## config.mk

```make
export PLATFORM = sky130hd
export DESIGN_NAME = fpsamp_fifo
export DESIGN_NICKNAME = d
export VERILOG_FILES = /design/src/rtl/core/assert_macros.svh /design/src/rtl/core/fpsamp_fifo.sv
export SDC_FILE = /design/constraint.sdc
export NUM_CORES = 1
export LEC_CHECK = 0
export ABC_AREA = 1
export BUFFER_PORTS_ARGS = -buffer_cell sky130_fd_sc_hd__buf_2
export CAP_MARGIN = 25
export CELL_PAD_IN_SITES_DETAIL_PLACEMENT = 0
export CELL_PAD_IN_SITES_GLOBAL_PLACEMENT = 1
export CORE_ASPECT_RATIO = 0.5
export CORE_MARGIN = 2
export CORE_UTILIZATION = 47
export CTS_BUF_LIST = sky130_fd_sc_hd__clkbuf_16
export DETAILED_ROUTE_END_ITERATION = 16
export GPL_TIMING_DRIVEN = 0
export MAX_ROUTING_LAYER = met4
export PLACE_DENSITY = 0.79
export SLEW_MARGIN = 10
export SYNTH_ARGS = -nofsm -noshare
export SYNTH_HDL_FRONTEND = slang
export SYNTH_SLANG_ARGS = --single-unit
```

## constraint.sdc

```tcl
create_clock -name clock -period 7.2 [get_ports clock]
set_clock_uncertainty 0.15 [all_clocks]
set_input_delay 1.44 -clock clock [delete_from_list [all_inputs] [get_ports clock]]
set_output_delay 1.44 -clock clock [all_outputs]
set_load 0.05 [all_outputs]
```

## src/rtl/core/assert_macros.svh

```systemverilog
// assertion helpers shared by the core
`ifndef ASSERT_MACROS_SVH
`define ASSERT_MACROS_SVH

// checked on every rising clock edge outside reset
`define FPS_ASSERT(label, prop, msg) \
   label: assert property (@(posedge clock) disable iff (reset) prop) else $error(msg);

// checked on every rising clock edge, reset included
`define FPS_ASSERT_ALWAYS(label, prop, msg) \
   label: assert property (@(posedge clock) prop) else $error(msg);

`endif

```

## src/rtl/core/fpsamp_fifo.sv

```systemverilog
module fpsamp_fifo #(
   parameter int WIDTH = 50
) (
   input  logic             clock,
   input  logic             reset,
   input  logic             push,
   input  logic [WIDTH-1:0] push_data,
   output logic             full,
   input  logic             pop,
   output logic [WIDTH-1:0] pop_data,
   output logic             not_empty
);
   localparam int DEPTH = 4;
   localparam int PTR_W = $clog2(DEPTH);

   logic [WIDTH-1:0] mem [DEPTH];
   logic [PTR_W-1:0] wr_ptr_ff, wr_ptr_in, rd_ptr_ff, rd_ptr_in;
   logic [PTR_W:0]   count_ff, count_in;

   assign full      = (count_ff == (PTR_W+1)'(DEPTH));
   assign not_empty = (count_ff != '0);
   assign pop_data  = mem[rd_ptr_ff];

   // pointer and fill bookkeeping
   always_comb begin
      wr_ptr_in = wr_ptr_ff + (push ? 1'b1 : 1'b0);
      rd_ptr_in = rd_ptr_ff + (pop ? 1'b1 : 1'b0);
      count_in  = count_ff;
      if (push && !pop) begin
         count_in = count_ff + 1'b1;
      end else if (pop && !push) begin
         count_in = count_ff - 1'b1;
      end
   end

   always_ff @(posedge clock) begin
      if (reset) begin
         wr_ptr_ff <= '0;
         rd_ptr_ff <= '0;
         count_ff  <= '0;
      end else begin
         wr_ptr_ff <= wr_ptr_in;
         rd_ptr_ff <= rd_ptr_in;
         count_ff  <= count_in;
      end
   end

   // entry storage
   always_ff @(posedge clock) begin
      if (push) begin
         mem[wr_ptr_ff] <= push_data;
      end
   end

endmodule

```

==> results of run 1 <==
==> layout make-up <==
type,count,area share
Inverter,14,0.005878
Tap cell,227,0.03033
Sequential cell,207,0.6562
Clock buffer,19,0.05077
Timing Repair Buffer,127,0.07575
Multi-Input combinational cell,279,0.1480
Buffer,31,0.01844
Clock inverter,14,0.01456
==> per-stage QoR <==
stage               utilization  power (mW)  TNS (ps)  worst slack, ps  hold WS (ps)
floorplan                     -       1.764         0             1627         351.6
global placement         0.5269       1.900   -215360            -1224         374.4
detailed placement       0.5394       1.912         0             3530         393.0
CTS                      0.5771       2.893         0             3626         406.2
global route             0.5771       2.984         0             3551         435.4
finish                   0.5771       2.875         0             3620         404.9
==> placed cells by master, fill, tap and decap left out, types with 4 or more instances in the layout <==
| cell type | synthesis | final |
|---|---|---|
| buf_2 | 24 | 129 |
| o21ai_0 | 73 | 73 |
| nor2_1 | 109 | 109 |
| o22ai_1 | 50 | 50 |
| inv_1 | 13 | 18 |
| o21ai_1 | 28 | 28 |
| buf_6 | 1 | 6 |
| clkbuf_16 | 0 | 19 |
| nor3_2 | 0 | 4 |
| buf_4 | 3 | 20 |
| dfxtp_1 | 7 | 7 |
| clkinv_2 | 0 | 4 |
| edfxtp_1 | 200 | 200 |
| nand2_1 | 5 | 5 |
==> cell usage after synthesis (all sizes together) (2+ instances only) <==
| master | instances |
|---|---|
| nor3 | 5 |
| edfxtp | 200 |
| o21ai | 101 |
| buf | 28 |
| inv | 14 |
| nor2 | 109 |
| clkbuf | 3 |
| ha | 3 |
| o22ai | 50 |
| dfxtp | 7 |
| nand2 | 5 |
| xnor2 | 2 |
==> path summary, 6_finish.rpt <==
kind                start            to  slack (ps)  depth (start not counted)
min reg2reg   count_ff[1]   count_ff[1]         400                          2
min           count_ff[1]   count_ff[1]         400                          2
max          rd_ptr_ff[1]  pop_data[22]        3620                          5
max reg2reg  wr_ptr_ff[0]    mem[1][35]        4700                          6
==> sequential cells by signal (all words and copies together), names as in the netlist <==
register,count
count_ff,3
mem,200
rd_ptr_ff,2
wr_ptr_ff,2
==> power groups by stage <==
stage	registers [mW]	clock network [mW]	logic, mW
floorplan	1.43	0	0.339
global placement	1.43	0	0.468
detailed placement	1.42	0	0.489
CTS	1.40	1.01	0.489
global route	1.40	1.06	0.520
finish	1.40	0.992	0.487
==> critical path, cell delays in order (launching register included) <==
cell and delay, ps:
dfxtp_1 400, inv_1 210, buf_2 270, o21ai_1 90
o22ai_1 230, buf_2 320
==> logic make-up (layout without fill, tap and decap cells) <==
kind of cell | count (synthesis) | in the layout | synth area share
buffers and inverters | 45 | 205 | 0.02942
adders and majority gates | 4 | 4 | 0.007437
DFF | 207 | 207 | 0.7941
AOI/OAI and AO/OA | 151 | 151 | 0.1057
xor gates and xnor gates | 3 | 3 | 0.003395
and+or+nand+nor | 121 | 121 | 0.05997
==> metal layers <==
layer  track usage  up-vias  part of all wire
met5             -        -                 0
met1        0.2629     2331              0.45
met2        0.3041      118              0.48
li1              -     2283                 -
met4       0.05357        0             0.023
met3       0.03432       30             0.052
==> impl_metrics.yaml, run 1 <==
run_status:
  status: "finished clean"
layout:
  seqCellArea_um2: 6146
  final_cells: 918
  multiInputGateArea_um2: 1386
  fillers: 1297
  final_cell_area_um2: 9365
  drive_gt1_frac: 0.2721
  diodes: 0
  syn_to_final_growth_pct: 21.00
  final_nets: 737
power:
  p_int_mw: 2.085
  peakVddDrop_uv: 161.8
  switching_share: 0.2750
  power_density_nw_per_um2: 307.0
  p_seq_frac: 0.486
  switchingPower_uw: 790.6
  leakagePower_nw: 3.410
  clkPwrFrac: 0.345
  p_comb_frac: 0.169
job:
  cap_viol_max_count: 0
global_route:
  grt_pass1_vias: 4724
  grt_max_degree: 16
  grt_antenna_before_repair: 0
  gr-total-overflow: 0
  grt_pass1_wl_um: 24940
  grt_usage: 0.1932
detailed_routing:
  drtAntennaViolNets: 0
  drt_iter0_markers: 507
  drc: 0
  routed_wirelength_um: 16290
  vias: 4762
  viasPerCell: 5.187
  wl_per_cell_um: 17.75
  firstDrtPassIters: 4
synthesis:
  syn_inst: 531
  async_flop_share: 0
  seq_area_frac_synth: 0.7941
  synth_edf_count: 200
  synth_ff_type: "edfxtp_1"
  synthDistinctLibCells: 21
  syn_area_per_cell_um2: 14.58
  syn_nets: 589
  synthTopCellsByArea: "edfxtp_1 78%, nor2_1 5.3%, o21ai_0 4.7%, o22ai_1 4.0%, dfxtp_1 1.8%"
  yosysWarnings: 0
  netlist.area_leader.share: 0.7759
  synth-seq-cells: 207
  yosysTopAreaCell: "edfxtp_1"
  syn_area_um2: 7740
setup_path:
  cp-end-kind: "output pin"
  cp.arrival_ps: 1990
  critPathKind: "register to output pin"
  path_max_fanout: 10
  start_kind: "register"
  cp_data_required_time_ps: 5610
sta:
  worst_pin_slew_ps: 756.5
  fmax_mhz: 279.3
  fin_crit_ps: 3580
  hold_viol_final: 0
  max_slew_margin: 0.4929
  slew_viol_final: 0
  setup_violations: 0
  fin_crit_sh: 0.4972
  rsz0062_at_grt: "false"
placed_design:
  placed_cells: 885
  portBuffers: 105
  placed_area_um2: 8753
  gp_congestion: 0.7675
  dp_hpwl_um: 10780
floorplan:
  die_w_um: 185.5
  die_h_um: 94.74
  dieArea_um2: 17570
  coreArea_um2: 16230
  start_util: 0.4770
  ios: 106
  rows: 33
worst_hold_path:
  hold_class: "register to register"
clocking:
  htreeDepth: 1
  cts_buffers: 19
  ctsHoldBuffers: 0
  cts_tree: "built"
  clk_pin_slew_worst_paths_ps: 60
  cts-root-buf: "clkbuf_16"
  clock-sinks: 207
  ctsLongestPathBuffers: 3
  clk_latency_ps: 470
  cts_repair_resize_count: 0
  cts_setup_buffers: 0
Note: power is estimated with default switching activity, not from simulation.
==> run 2: changes to the inputs <==
Settings changed: ABC_AREA 1 to 0, CORE_UTILIZATION 47 to 50.
Clock period 7.2 ns to 3.7 ns, I/O delays scaled along.
==> run 2 against run 1 <==
Effect of this change: wire length decreased by 22%; clock power increased by 89%; die area decreased by 7.3%; critical path depth decreased by 1; clock-buffer cell count unchanged; synthesized cell count decreased by 44%.
==> impl_metrics.yaml, run 2 <==
run_status:
  status: "finished clean"
layout:
  regMostFlops: "mem"
  largest_register_ffs: 200
  fillers: 1021
  syn_to_final_growth_pct: 20.16
  reg_top3: "mem: 200 flops, count_ff: 3 flops"
  layout_common_cells: "200 x edfxtp_1, 110 x buf_2, 50 x mux4_2"
  final_common_cell: "edfxtp_1"
  drive_gt1_frac: 0.4671
  final_nets: 487
sta:
  rsz0062_at_grt: "false"
  fin_crit_sh: 0.7859
  slew_viol_final: 0
  setup_violations: 0
  tns_ps: 0
  max_slew_margin: 0.4841
  worst_pin_slew_ps: 773.8
  fmax_mhz: 343.9
  hold_viol_final: 0
  fin_crit_ps: 2908
global_route:
  grt_usage: 0.1689
  grt_max_degree: 28
  grt_pass1_wl_um: 20160
  grt_antenna_before_repair: 1
  gr-total-overflow: 0
  grt_pass1_vias: 3745
worst_hold_path:
  hold_start: "push_data[10]"
  min_to: "mem[1][10]"
  hold_class: "primary input to register"
  holdPathStages: 1
floorplan:
  ios: 106
  rows: 31
  dieArea_um2: 16280
  coreArea_um2: 14660
  die_h_um: 91.24
  die_w_um: 178.5
  start_util: 0.5190
power:
  power_density_nw_per_um2: 589.7
  leakagePower_nw: 3.119
  peakVddDrop_uv: 336.7
  finalPower_mw: 5.392
detailed_routing:
  wl_per_cell_um: 19.78
  drt_iter0_markers: 305
  firstDrtPassIters: 4
  drc: 0
  drtAntennaViolNets: 0
  vias: 3360
  viasPerCell: 5.250
  routed_wirelength_um: 12660
setup_path:
  critPathLaunch: "rd_ptr_ff[1]"
  r2r_end: "mem[3][20]"
  rr_startpoint: "wr_ptr_ff[0]"
  cp-end-kind: "output pin"
  cp_data_required_time_ps: 2810
  cp.arrival_ps: 2020
  ff2ff_setup_slack_ps: 1730
  critPathKind: "register to output pin"
  start_kind: "register"
  path_max_fanout: 10
  reg2regPathDepth: 2
synthesis:
  synth-seq-cells: 207
  synth_edf_count: 200
  synthTopCellsByArea: "edfxtp_1 79%, mux4_2 15%, dfxtp_1 1.8%, buf_12 1.3%, ha_1 0.49%"
  syn_area_per_cell_um2: 25.71
  yosys-top-cells-count: "200 x edfxtp_1, 50 x mux4_2, 7 x dfxtp_1"
  netlist.area_leader.share: 0.7892
  synth_ff_type: "edfxtp_1"
  synthDistinctLibCells: 22
  async_flop_share: 0
  syn_nets: 354
  syn_inst: 296
  syn_area_um2: 7610
  yosysMostFrequentCell: "edfxtp_1"
  yosysWarnings: 0
  seq_area_frac_synth: 0.8076
  yosysTopAreaCell: "edfxtp_1"
placed_design:
  portBuffers: 105
  dp_hpwl_um: 8481
  gp_congestion: 0.6814
clocking:
  cts_repair_resize_count: 0
  cts_buffers: 19
  ctsHoldBuffers: 0
  clk_latency_ps: 470
  clk_pin_slew_worst_paths_ps: 60
  ctsLongestPathBuffers: 3
  cts-root-buf: "clkbuf_16"
  cts_setup_buffers: 0
  clock-sinks: 207
  cts_tree: "built"
  htreeDepth: 1
job:
  cap_viol_max_count: 0
==> run 2: cell types whose count changed after synthesis, moves of 4 or more <==
cell,previous run,this run
o21ai_1,28,0
inv_1,13,2
buf_2,24,5
nor3_1,5,0
buf_12,0,5
o21ai_0,73,1
mux4_2,0,50
nand2_1,5,1
o22ai_1,50,0
nor2_1,109,5
==> run 2: critical path: stages (launching register included) <==
cell and delay (ps):
dfxtp_1 310, clkbuf_1 290, buf_2 340, mux4_2 370
buf_2 230
==> run 2: worst max-delay path by stage <==
stage,end
final,pop_data[16]
after global placement,mem[2][19]
after global routing,pop_data[26]
after CTS,pop_data[41]
after floorplan,mem[2][0]
after detailed placement,pop_data[26]
==> run 2: power by group <==
part	internal [mW]	leakage (nW)	switching, mW
combinational	0.267	0.927	0.537
clock	1.08	0.297	0.787
sequential	2.69	1.89	0.0324
==> run 2: cells by family after synthesis <==
group                      Yosys count  share of synthesized area
DFF                                207                     0.8076
muxes                               51                     0.1493
buffers and inverters               14                    0.01940
and+or+nand+nor                     14                    0.01019
xor gates and xnor gates             4                   0.004605
adders and majority gates            4                   0.007564
AOI/OAI and AO/OA                    2                   0.001314
==> run 2: cell type report <==
type                       count  area, um2  share of cell area
inverter                       2      7.507           0.0008210
antenna                        1      2.502           0.0002737
sequential                   207       6146              0.6721
multi-input combinational     75       1338              0.1463
clock inverter                14      123.9             0.01355
buffer                        12      140.1             0.01533
clock buffer                  19      475.5             0.05200
timing repair buffer         112      663.1             0.07252
tap                          198      247.7             0.02709
==> run 2: stage by stage <==
stage            util  setup slack, ps  cell area [um2]  std cells  hold slack, ps
2_1_floorplan       -            199.5             7615        296           305.9
3_3_place_gp   0.5721            -1269             8388        599           325.8
3_5_place_dp   0.5826             1268             8542        606           359.5
4_1_cts        0.6235            755.4             9141        639           304.5
5_1_grt        0.6237            690.2             9144        640           314.3
6_report       0.6237            792.2             9144        640           325.5
==> run 2: metal layers <==
layer / share of wire / up-vias / track usage
met4: 0.016 / 0 / 0.03726
met1: 0.41 / 1733 / 0.2194
met3: 0.051 / 15 / 0.03350
met5: 0 / - / -
li1: - / 1529 / -
met2: 0.52 / 83 / 0.2809
