### src/rtl/core/assert_macros.svh
// assertion helpers shared by the core
`ifndef ASSERT_MACROS_SVH
`define ASSERT_MACROS_SVH

// checked on every rising clock edge outside reset
`define FPS_ASSERT(label, prop, msg) \
   label: assert property (@(posedge clock) disable iff (reset) prop) else $error(msg);

// checked on every rising clock edge, reset included
`define FPS_ASSERT_ALWAYS(label, prop, msg) \
   label: assert property (@(posedge clock) prop) else $error(msg);

`endif

### src/rtl/core/fpsamp_pkg.sv
package fpsamp_pkg;

   // default sizing
   localparam int DEF_MAX_POINTS  = 1024;
   localparam int DEF_COORD_WIDTH = 16;

   // register and result fields
   localparam int SAMPLE_W      = 7;
   localparam int INDEX_W       = 10;
   localparam int RSP_TDATA_W   = 16;
   localparam logic [SAMPLE_W-1:0] MAX_PICKS    = 7'd64;
   localparam logic [SAMPLE_W-1:0] SAMPLE_RESET = 7'd16;

   // classification of one queued item
   typedef struct packed {
      logic store;   // point fits in the store
      logic last;    // final point of the cloud
   } flag_type;

   localparam int FLAG_W = $bits(flag_type);

endpackage

### src/rtl/core/fpsamp_front.sv
module fpsamp_front #(
   parameter int MAX_POINTS  = fpsamp_pkg::DEF_MAX_POINTS,
   parameter int COORD_WIDTH = fpsamp_pkg::DEF_COORD_WIDTH
) (
   input  logic                       clock,
   input  logic                       reset,
   input  logic                       in_valid,
   output logic                       in_ready,
   input  logic [3*COORD_WIDTH-1:0]   in_coords,
   input  logic                       in_last,
   output logic                       q_push,
   output logic [3*COORD_WIDTH-1:0]   q_coords,
   output fpsamp_pkg::flag_type       q_flags,
   input  logic                       q_full
);
   import fpsamp_pkg::*;

   localparam int CNT_W = $clog2(MAX_POINTS) + 1;

   logic [CNT_W-1:0] fill_ff, fill_in;
   logic             xfer;

   assign in_ready = !q_full;
   assign xfer     = in_valid && !q_full;

   // classify: store while there is room, mark the cloud end
   always_comb begin
      q_push        = xfer;
      q_coords      = in_coords;
      q_flags.store = (fill_ff < CNT_W'(MAX_POINTS));
      q_flags.last  = in_last;
      fill_in       = fill_ff;
      if (xfer) begin
         if (in_last) begin
            fill_in = '0;
         end else if (q_flags.store) begin
            fill_in = fill_ff + 1'b1;
         end
      end
   end

   always_ff @(posedge clock) begin
      if (reset) begin
         fill_ff <= '0;
      end else begin
         fill_ff <= fill_in;
      end
   end

endmodule

### config.mk
export PLATFORM = sky130hd
export DESIGN_NAME = fpsamp_front
export DESIGN_NICKNAME = d
export VERILOG_FILES = /design/src/rtl/core/assert_macros.svh /design/src/rtl/core/fpsamp_pkg.sv /design/src/rtl/core/fpsamp_front.sv
export SDC_FILE = /design/constraint.sdc
export NUM_CORES = 1
export LEC_CHECK = 0
export BUFFER_PORTS_ARGS = -buffer_cell sky130_fd_sc_hd__buf_2
export CAP_MARGIN = 20
export CORE_AREA = 2 2 56 58
export CTS_BUF_LIST = sky130_fd_sc_hd__clkbuf_8 sky130_fd_sc_hd__clkbuf_16
export CTS_CLUSTER_SIZE = 24
export DETAILED_ROUTE_END_ITERATION = 6
export DIE_AREA = 0 0 58 60
export PLACE_DENSITY = 0.78
export SLEW_MARGIN = 10
export SYNTH_ARGS = -nofsm -noshare
export SYNTH_HDL_FRONTEND = slang
export SYNTH_SLANG_ARGS = --single-unit
### constraint.sdc
create_clock -name clock -period 1.37 [get_ports clock]
set_input_delay 0.0685 -clock clock [delete_from_list [all_inputs] [get_ports clock]]
set_output_delay 0.0685 -clock clock [all_outputs]
set_load 0.03 [all_outputs]
==> summary.md, run 1 <==
| Metric | Value |
|---|---|
| Status | `finished, final reports clean` |
| Clock sink count | `11` |
| Initial antenna violation count | `0` |
| Maximum capacitance violations | `0` |
| Fillers | `317` |
| Diode count | `0` |
| Die Y | `60 um` |
| Worst-Margin Slew | `0.405 ns` |
| CTS clk-pin slew, worst paths | `0.05 ns` |
| Part of the cycle the worst path needs | `95.9%` |
| Worst-path cell chain | `ha_4 -> nand4_1 -> nor4_2 -> xnor2_1 -> nor2_1` |
| Largest net degree at the start of global routing | `10` |
| Root buffer cell | `clkbuf_8` |
| Worst Path Required | `1.48 ns` |
| Final net count | `132` |
| Final Hold Viols | `0` |
| Die W | `58 um` |
| CTS buffer count | `3` |
| Synthesized flop and latch total | `11` |
| Final Critical Period | `1.31 ns` |
| Number of global-route vias before repair | `527` |
| Switching Share | `23.1%` |
| RR Endpoint | `fill_ff[8]$_SDFFE_PP0P_` |
| Via count | `554` |
| Count leader, synth | `buf_4` |
| R2R cell count | `5` |
| Synth area leader | `buf_4` |
| Timing-limited maximum frequency | `761 MHz` |
| Gate power share | `8.2%` |
| Layout Skew | `0.00701 ns` |
| Synth Cell Area | `940 sq um` |
| Crit-path slowest cell | `dfxtp_4` |
| Seq. cell area | `228 sq um` |
| CTS Hold Bufs | `0` |
| Via density | `5.04` |
| Gr ovfl total | `0` |
| 1st-iter DRT viols | `7` |
| Worst setup path end | `fill_ff[8]$_SDFFE_PP0P_` |
| Switching power | `162 uW` |
| Top cell type's share of synthesized area | `39.1%` |
| Rel. slew slack | `72.9%` |
| VDD IR max | `0.433 mV` |
| Sequential share of power | `46.4%` |
| GRT Util Overall | `8.59%` |
| Total die area | `3480 sq um` |
| Min-delay worst type | `in2reg` |
| Top reg by flops | `fill_ff` |
| Layout cells sized above 1 | `28.6%` |
| Most frequent cells after synthesis | `49 x buf_4, 11 x dfxtp_1, 8 x nor2_1` |
| Dpl cell area | `646 sq um` |
| H-tree Lvls | `1` |
| Port Buffers | `8` |
| Drt total wl | `1510 um` |
| Final hold slack | `0.00873 ns` |
| Leakage | `0.250 nW` |
| Max reg flops | `11` |
| Crit end category | `register` |
| Dpl hpwl | `1090 um` |
| Post-synth EDFFs | `0` |
| Crit-path max cell delay | `0.37 ns` |
| Row count | `20` |
| Syn_area_per_cell | `8.32 sq um` |
| Biggest regs | `fill_ff (11)` |
| P_int | `540 uW` |
| Multi-input gate area in the final layout | `322 sq um` |
| Critical register-to-register path startpoint | `fill_ff[1]$_SDFFE_PP0P_` |
| Seq/Total Area, Yosys | `23.4%` |
| Finished Cell Area | `726 sq um` |
| Core Util, Final | `25.0%` |
| First-pass GRT wire length | `2320 um` |
| Wire per inst | `13.7 um` |
| Clk network pwr share | `45.4%` |
| Yosys warnings | `0` |
| Critical path class | `reg2reg` |
| Mapped Nets | `167` |
| TritonRoute pass-1 iters | `4` |
| CP max FO | `4` |
| IO Count | `105` |
| Crit path from | `fill_ff[1]$_SDFFE_PP0P_` |
| DRT antenna net count | `0` |
| # setup viols final | `0` |
| CTS Buffer Depth | `2` |
| Clock Latency Late Sink | `0.24 ns` |
| RD Place Congestion | `0.856` |
| Mapped Cells | `113` |
| Layout area overhead | `-22.8%` |
| Core area | `2900 sq um` |
| Worst setup SP type | `register` |
| Final Max Slew Viols | `0` |
| Drt drc | `0` |
| Synth Flop Type | `dfxtp_1` |
| Starting Density | `32.4%` |
| Cell Pwr Density | `967 nW/um^2` |
| CTS tree | `done` |
| Top cells by area, synth | `buf_4 39%, dfxtp_1 23%, xnor2_1 4.7%` |
| Number of distinct library cells after synthesis | `26` |
| Synth async-reset ratio | `0%` |
| CP arrival | `1.43 ns` |
| R2R setup slack | `0.06 ns` |
==> metrics by stage <==
| step | setup TNS (ns) | cells | power, mW | setup WS, ns |
|---|---|---|---|---|
| 5_1_grt | -0.00975 | 110 | 0.732 | -0.00975 |
| 3_3_place_gp | 0 | 104 | 0.385 | 0.141 |
| 6_report | 0 | 110 | 0.702 | 0.0562 |
| 2_1_floorplan | 0 | 113 | 0.636 | 0.156 |
| 4_1_cts | 0 | 108 | 0.702 | 0.0512 |
| 3_5_place_dp | 0 | 104 | 0.386 | 0.0754 |
==> cell families after synthesis <==
group / Yosys count / share of synthesized area, %
fa+ha+maj: 1 / 1.33
xor+xnor: 6 / 5.59
buf+inv: 55 / 43.7
flops: 11 / 23.4
compound gates: 11 / 6.13
simple gates: 29 / 19.8
==> routing by layer <==
metal / global-route usage, % / wire length (um)
met5: 0 / 0
met4: 8.97 / 74
met3: 6.49 / 258
met2: 11.5 / 609
met1: 8.06 / 564
==> power groups by stage <==
stage / logic, mW / clock network, mW / registers (mW)
floorplan: 0.304 / 0 / 0.332
global placement: 0.0524 / 0 / 0.332
detailed placement: 0.0531 / 0 / 0.333
global route: 0.0625 / 0.344 / 0.326
CTS: 0.0531 / 0.322 / 0.326
finish: 0.0575 / 0.318 / 0.326
==> how the worst min path moves through the flow <==
stage	startpoint	end	slack [ns]	cells past startpoint
3_5_place_dp	in_coords[21]	q_coords[21]	0.14	0
3_3_place_gp	in_coords[21]	q_coords[21]	0.14	0
6_report	reset	fill_ff[1]$_SDFFE_PP0P_	0.009	2
2_1_floorplan	reset	fill_ff[1]$_SDFFE_PP0P_	0.14	1
4_1_cts	reset	fill_ff[1]$_SDFFE_PP0P_	0.02	2
5_1_grt	reset	fill_ff[1]$_SDFFE_PP0P_	0.02	2
==> what timing repair did <==
item | CTS | global route
endpoints found under the setup margin | 0 | 2
buffers inserted | 0 | 2
endpoints found under the hold margin | 0 | 0
gates resized for setup | 0 | 6
==> worst max-delay path: cells and delay by family (launching register included) <==
family / cells / cell delay [ns]
AND/OR/NAND/NOR: 3 / 0.53
flip-flops: 1 / 0.37
XOR/XNOR: 1 / 0.15
adder cells (fa/ha/maj): 1 / 0.13
==> cells in the final DEF (no fill, tap or decap), drive strengths merged <==
cell type,instances
nor3,2
ha,1
nand3b,1
nor2,8
nand4,4
a21o,1
nand2b,2
dfxtp,11
or3,2
xnor2,5
nand3,3
nand2,2
nor2b,1
a21oi,6
clkinv,1
o21ai,4
inv,4
clkbuf,3
and2,1
buf,11
nor4,2
and3,1
xor2,1
==> final cells by class <==
cell class              count  share of cell area [%]
clock buffers               3                    5.69
clock inverters             1                   0.517
inverters                   4                    3.79
multi-input cells          47                    44.3
flip-flops and latches     11                    31.4
well taps                  33                    5.69
repair buffers             11                    8.62
Power figures use the tool's default switching activity.
==> run 2: changes to the inputs <==
- HOLD_SLACK_MARGIN: default -> 0.12
==> run 2 against run 1 <==
Compared with the run above: first-iteration DRC count unchanged; clock-buffer cell count stayed put; clock power barely moved; worst hold slack improved by 0.13 ns; final cell count grew 0.91%; critical path type unchanged; largest cell class unchanged; largest power group unchanged.
==> summary.md, run 2 (synthesis gave the netlist of run 1 again) <==
| Metric | Value |
|---|---|
| Status | `finished, final reports clean` |
| Met1 GRT Util | `8.06%` |
| Leakage | `0.254 nW` |
| Cell Pwr Density | `956 nW/um^2` |
| Final Hold Viols | `0` |
| Finished Cell Area | `736 sq um` |
| Final net count | `133` |
| Clock Latency Late Sink | `0.24 ns` |
| Met3 Resource Use GR | `6.49%` |
| Top reg by flops | `fill_ff` |
| Switching Share | `23.0%` |
| Number of global-route vias before repair | `527` |
| Power, Total | `704 uW` |
| Sequential share of power | `46.3%` |
| Most used routing layer | `met2` |
| Via density | `4.96` |
| 1st-iter DRT viols | `7` |
| Die W | `58 um` |
| Layout Skew | `0.00673 ns` |
| Worst-path cell chain | `ha_4 -> nand4_1 -> nor4_2 -> xnor2_1 -> nor2_1` |
| CP arrival | `1.43 ns` |
| Gr ovfl total | `0` |
| Switching power | `162 uW` |
| Layout cells sized above 1 | `28.2%` |
| Drt total wl | `1510 um` |
| Dpl cells | `104` |
| Diode count | `0` |
| CTS clk-pin slew, worst paths | `0.05 ns` |
| GRT met2 Usage | `11.5%` |
| Crit-path slowest cell | `dfxtp_4` |
| Root buffer cell | `clkbuf_8` |
| Final hold slack | `0.137 ns` |
| Dpl hpwl | `1090 um` |
| Crit-path max cell delay | `0.37 ns` |
| Clk network pwr share | `45.2%` |
| Final Critical Period | `1.31 ns` |
| Drt drc | `0` |
| Row count | `20` |
| Rel. slew slack | `72.7%` |
| Die Y | `60 um` |
| Largest net degree at the start of global routing | `10` |
| Core area | `2900 sq um` |
| GRT Util Overall | `8.59%` |
| Max reg flops | `11` |
| # setup viols final | `0` |
| VDD IR max | `0.443 mV` |
| DRT antenna net count | `0` |
| RD Place Congestion | `0.856` |
| First-pass GRT wire length | `2320 um` |
| Leading cell type in the layout, fill and taps excluded | `dfxtp_1` |
| Final Max Slew Viols | `0` |
| H-tree Lvls | `1` |
| Crit end category | `register` |
| Critical path class | `reg2reg` |
| Clock sink count | `11` |
| Biggest regs | `fill_ff (11)` |
| CTS tree | `done` |
| Worst Path Required | `1.48 ns` |
| Initial antenna violation count | `0` |
| IO Count | `105` |
| Starting Density | `32.4%` |
| Port Buffers | `8` |
| Worst setup SP type | `register` |
| Setup_tns | `0 ns` |
| Dpl cell area | `646 sq um` |
| P_int | `542 uW` |
| Maximum capacitance violations | `0` |
| Total die area | `3480 sq um` |
| Part of the cycle the worst path needs | `95.8%` |
| CP max FO | `4` |
| Layout Cells excl Fill | `111` |
| Via count | `551` |
| TritonRoute pass-1 iters | `4` |
| CTS buffer count | `3` |
| Layout area overhead | `-21.7%` |
| Worst-Margin Slew | `0.409 ns` |
| Wire per inst | `13.6 um` |
| Min-delay worst type | `in2out` |
| Gate power share | `8.5%` |
| Most frequent cells in the layout | `9 x dfxtp_1, 8 x nor2_1, 8 x buf_2, 6 x a21oi_1, 5 x xnor2_1` |
| Timing-limited maximum frequency | `762 MHz` |
| CTS Buffer Depth | `2` |
[run 2: changes by cell type in the layout (fill, tap and decap cells not counted)]
cell,previous run,this run
dlygate4sd3_1,0,1
[run 2: layout make-up]
type                            count  area [sq um]
Clock buffer                        3          41.3
Clock inverter                      1          3.75
Fill cell                         316          2170
Inverter                            4          27.5
Multi-Input combinational cell     47           322
Sequential cell                    11           228
Tap cell                           33          41.3
Timing Repair Buffer               12          72.6
[run 2: path summary, 6_finish.rpt]
check,depth (start not counted),startpoint,to,slack [ns]
setup / recovery,5,fill_ff[1]$_SDFFE_PP0P_,fill_ff[8]$_SDFFE_PP0P_,0.06
hold / removal,0,in_coords[20],q_coords[20],0.14
hold reg to reg,2,fill_ff[9]$_SDFFE_PP0P_,fill_ff[10]$_SDFFE_PP0P_,0.49
setup reg to reg,5,fill_ff[1]$_SDFFE_PP0P_,fill_ff[8]$_SDFFE_PP0P_,0.06
[run 2: timing repair]
| action | in CTS | in global routing |
|---|---|---|
| buffers inserted | 0 | 2 |
| setup endpoints to repair | 0 | 2 |
| gates resized for setup | 0 | 6 |
| hold buffers | 1 | 0 |
| endpoints found under the hold margin | 2 | 0 |
[run 2: worst max-delay path, delay by kind of cell, from the launching register on]
family | cells | cell delay [ns]
xor+xnor | 1 | 0.15
fa+ha+maj | 1 | 0.13
simple gates | 3 | 0.53
flops | 1 | 0.37
[run 2: stage by stage]
| step | setup slack [ns] | utilization [%] |
|---|---|---|
| final | 0.0570 | 25.3 |
| after global routing | -0.00975 | 25.3 |
| after CTS | 0.0512 | 24.1 |
| after detailed placement | 0.0754 | 22.2 |
| after global placement | 0.141 | 22.2 |
| after floorplan | 0.156 | - |
[run 2: per-layer routing]
metal | vias up | part of all wire, %
li1 | 247 | -
met1 | 245 | 38
met2 | 43 | 41
met3 | 16 | 16
met4 | 0 | 4.9
met5 | - | 0
[run 2: power groups by stage]
stage               clock network [mW]  registers [mW]  logic, mW
floorplan                            0           0.332      0.304
global placement                     0           0.332     0.0524
detailed placement                   0           0.333     0.0531
CTS                              0.322           0.326     0.0553
global route                     0.344           0.326     0.0647
finish                           0.318           0.326     0.0597
==> run 3: changes to the inputs <==
- PLACE_DENSITY: 0.78 -> 0.9
==> run 3 against run 2 <==
Compared with the run above: non-clock buffer count shrank 1; worst setup slack gained 0.038 ns; maximum frequency grew 3.0%; routed wire length shrank 17%; critical endpoint unchanged; largest cell class unchanged.
==> summary.md, run 3 (synthesis gave the netlist of run 1 again) <==
| Metric | Value |
|---|---|
| Min-delay worst type | `in2out` |
| Min-delay src | `in_coords[13]` |
| TritonRoute pass-1 iters | `4` |
| Setup_tns | `0 ns` |
| R2R setup slack | `0.1 ns` |
| CTS clk-pin slew, worst paths | `0.05 ns` |
| Worst Hold Path Cells | `0` |
| Biggest regs | `fill_ff (11)` |
| P_int | `544 uW` |
| Power, Total | `706 uW` |
| Clock Latency Late Sink | `0.24 ns` |
| Sequential share of power | `46.3%` |
| Gate power share | `8.7%` |
| Switching power | `161 uW` |
| CTS buffer count | `3` |
| Crit end category | `register` |
| Wire per inst | `11.4 um` |
| RSZ-0062 raised after global routing | `false` |
| First-pass GRT wire length | `1950 um` |
| CTS Buffer Depth | `2` |
| Via density | `4.39` |
| Layout area overhead | `-22.8%` |
| Met2 wire len | `552 um` |
| Leading cell type in the layout, fill and taps excluded | `dfxtp_1` |
| Top reg by flops | `fill_ff` |
| Total die area | `3480 sq um` |
| Number of global-route vias before repair | `486` |
| Final Hold Viols | `0` |
| Leakage | `0.250 nW` |
| Maximum capacitance violations | `0` |
| Dpl hpwl | `894 um` |
| 1st-iter DRT viols | `7` |
| # setup viols final | `0` |
| Diode count | `0` |
| Wl on met1 | `482 um` |
| Met3 wire length | `156 um` |
| Cell Pwr Density | `972 nW/um^2` |
| Starting Density | `32.4%` |
| Drt drc | `0` |
| Critical path class | `reg2reg` |
| Most frequent cells in the layout | `9 x dfxtp_1, 8 x nor2_1, 8 x buf_2, 6 x a21oi_1, 5 x xnor2_1` |
| Port Buffers | `8` |
| Final Max Slew Viols | `0` |
| VDD IR max | `0.559 mV` |
| RD Place Congestion | `0.702` |
| Switching Share | `22.9%` |
| Clk network pwr share | `45.0%` |
| Die Y | `60 um` |
| IO Count | `105` |
| R2R cell count | `5` |
| Critical register-to-register path startpoint | `fill_ff[1]$_SDFFE_PP0P_` |
| Worst setup SP type | `register` |
| Timing-limited maximum frequency | `784 MHz` |
| Final Critical Period | `1.27 ns` |
| Clock sink count | `11` |
| Worst Path Required | `1.49 ns` |
| Final net count | `132` |
| Root buffer cell | `clkbuf_8` |
| CTS tree | `done` |
| RR Endpoint | `fill_ff[8]$_SDFFE_PP0P_` |
| H-tree Lvls | `1` |
| Drt total wl | `1250 um` |
| DRT antenna net count | `0` |
| Part of the cycle the worst path needs | `93.1%` |
| Max reg flops | `11` |
| DR top layer | `met4` |
| Die W | `58 um` |
| Largest net degree at the start of global routing | `10` |
| CP arrival | `1.39 ns` |
| CP max FO | `4` |
| Initial antenna violation count | `0` |
| Layout cells sized above 1 | `27.3%` |
| GRT Util Overall | `7.64%` |
| Layout Skew | `0.00121 ns` |
| Row count | `20` |
| Core area | `2900 sq um` |
| Hold EP | `q_coords[13]` |
| Status | `finished, final reports clean` |
| Gr ovfl total | `0` |
| Rel. slew slack | `77.4%` |
| Via count | `483` |
| Worst-Margin Slew | `0.339 ns` |
run 3: final cells by class:
type,count,area (sq um)
repair buffers,11,65.1
clock buffers,3,41.3
fillers,304,2180
clock inverters,1,3.75
inverters,4,27.5
multi-input cells,47,322
flip-flops and latches,11,225
well taps,33,41.3
run 3: repair_timing:
item,4_1_cts,5_1_grt
resized for setup,0,5
endpoints found under the setup margin,0,2
hold endpoints to repair,2,0
hold buffers,1,0
setup buffers,0,1
run 3: critical path, cell delays in order (launching register included):
cell	delay [ns]
dfxtp_2	0.36
ha_4	0.13
nand4_1	0.17
nor4_2	0.29
xnor2_1	0.16
nor2_1	0.05
run 3: layer usage:
metal,vias to the layer above,track usage (%)
met4,0,7.64
met2,20,10.6
met5,-,0
li1,244,-
met1,207,7.54
met3,12,4.98
run 3: worst max-delay path by stage:
stage | slack (ns) | end | cells past startpoint | from
finish | 0.1 | fill_ff[8]$_SDFFE_PP0P_ | 5 | fill_ff[1]$_SDFFE_PP0P_
global route | 0.003 | fill_ff[8]$_SDFFE_PP0P_ | 5 | fill_ff[1]$_SDFFE_PP0P_
CTS | 0.07 | fill_ff[8]$_SDFFE_PP0P_ | 5 | fill_ff[0]$_SDFFE_PP0P_
detailed placement | 0.1 | fill_ff[8]$_SDFFE_PP0P_ | 5 | fill_ff[0]$_SDFFE_PP0P_
global placement | 0.13 | fill_ff[8]$_SDFFE_PP0P_ | 5 | fill_ff[0]$_SDFFE_PP0P_
floorplan | 0.16 | fill_ff[6]$_SDFFE_PP0P_ | 5 | fill_ff[0]$_SDFFE_PP0P_
run 3: power by group through the flow:
| stage | clock network, mW | logic (mW) | registers (mW) |
|---|---|---|---|
| finish | 0.318 | 0.0612 | 0.327 |
| global route | 0.335 | 0.0661 | 0.327 |
| CTS | 0.322 | 0.0548 | 0.326 |
| detailed placement | 0 | 0.0527 | 0.333 |
| global placement | 0 | 0.0519 | 0.332 |
| floorplan | 0 | 0.304 | 0.332 |
run 3: stage by stage:
| step | instances | instance area, sq um | setup WS, ns | utilization [%] | hold slack [ns] |
|---|---|---|---|---|---|
| finish | 110 | 726 | 0.0952 | 25.0 | 0.137 |
| detailed placement | 104 | 646 | 0.0969 | 22.2 | 0.137 |
| floorplan | 113 | 940 | 0.156 | - | 0.138 |
| global placement | 104 | 646 | 0.126 | 22.2 | 0.137 |
| CTS | 109 | 701 | 0.0706 | 24.1 | 0.137 |
| global route | 110 | 726 | 0.00333 | 25.0 | 0.137 |
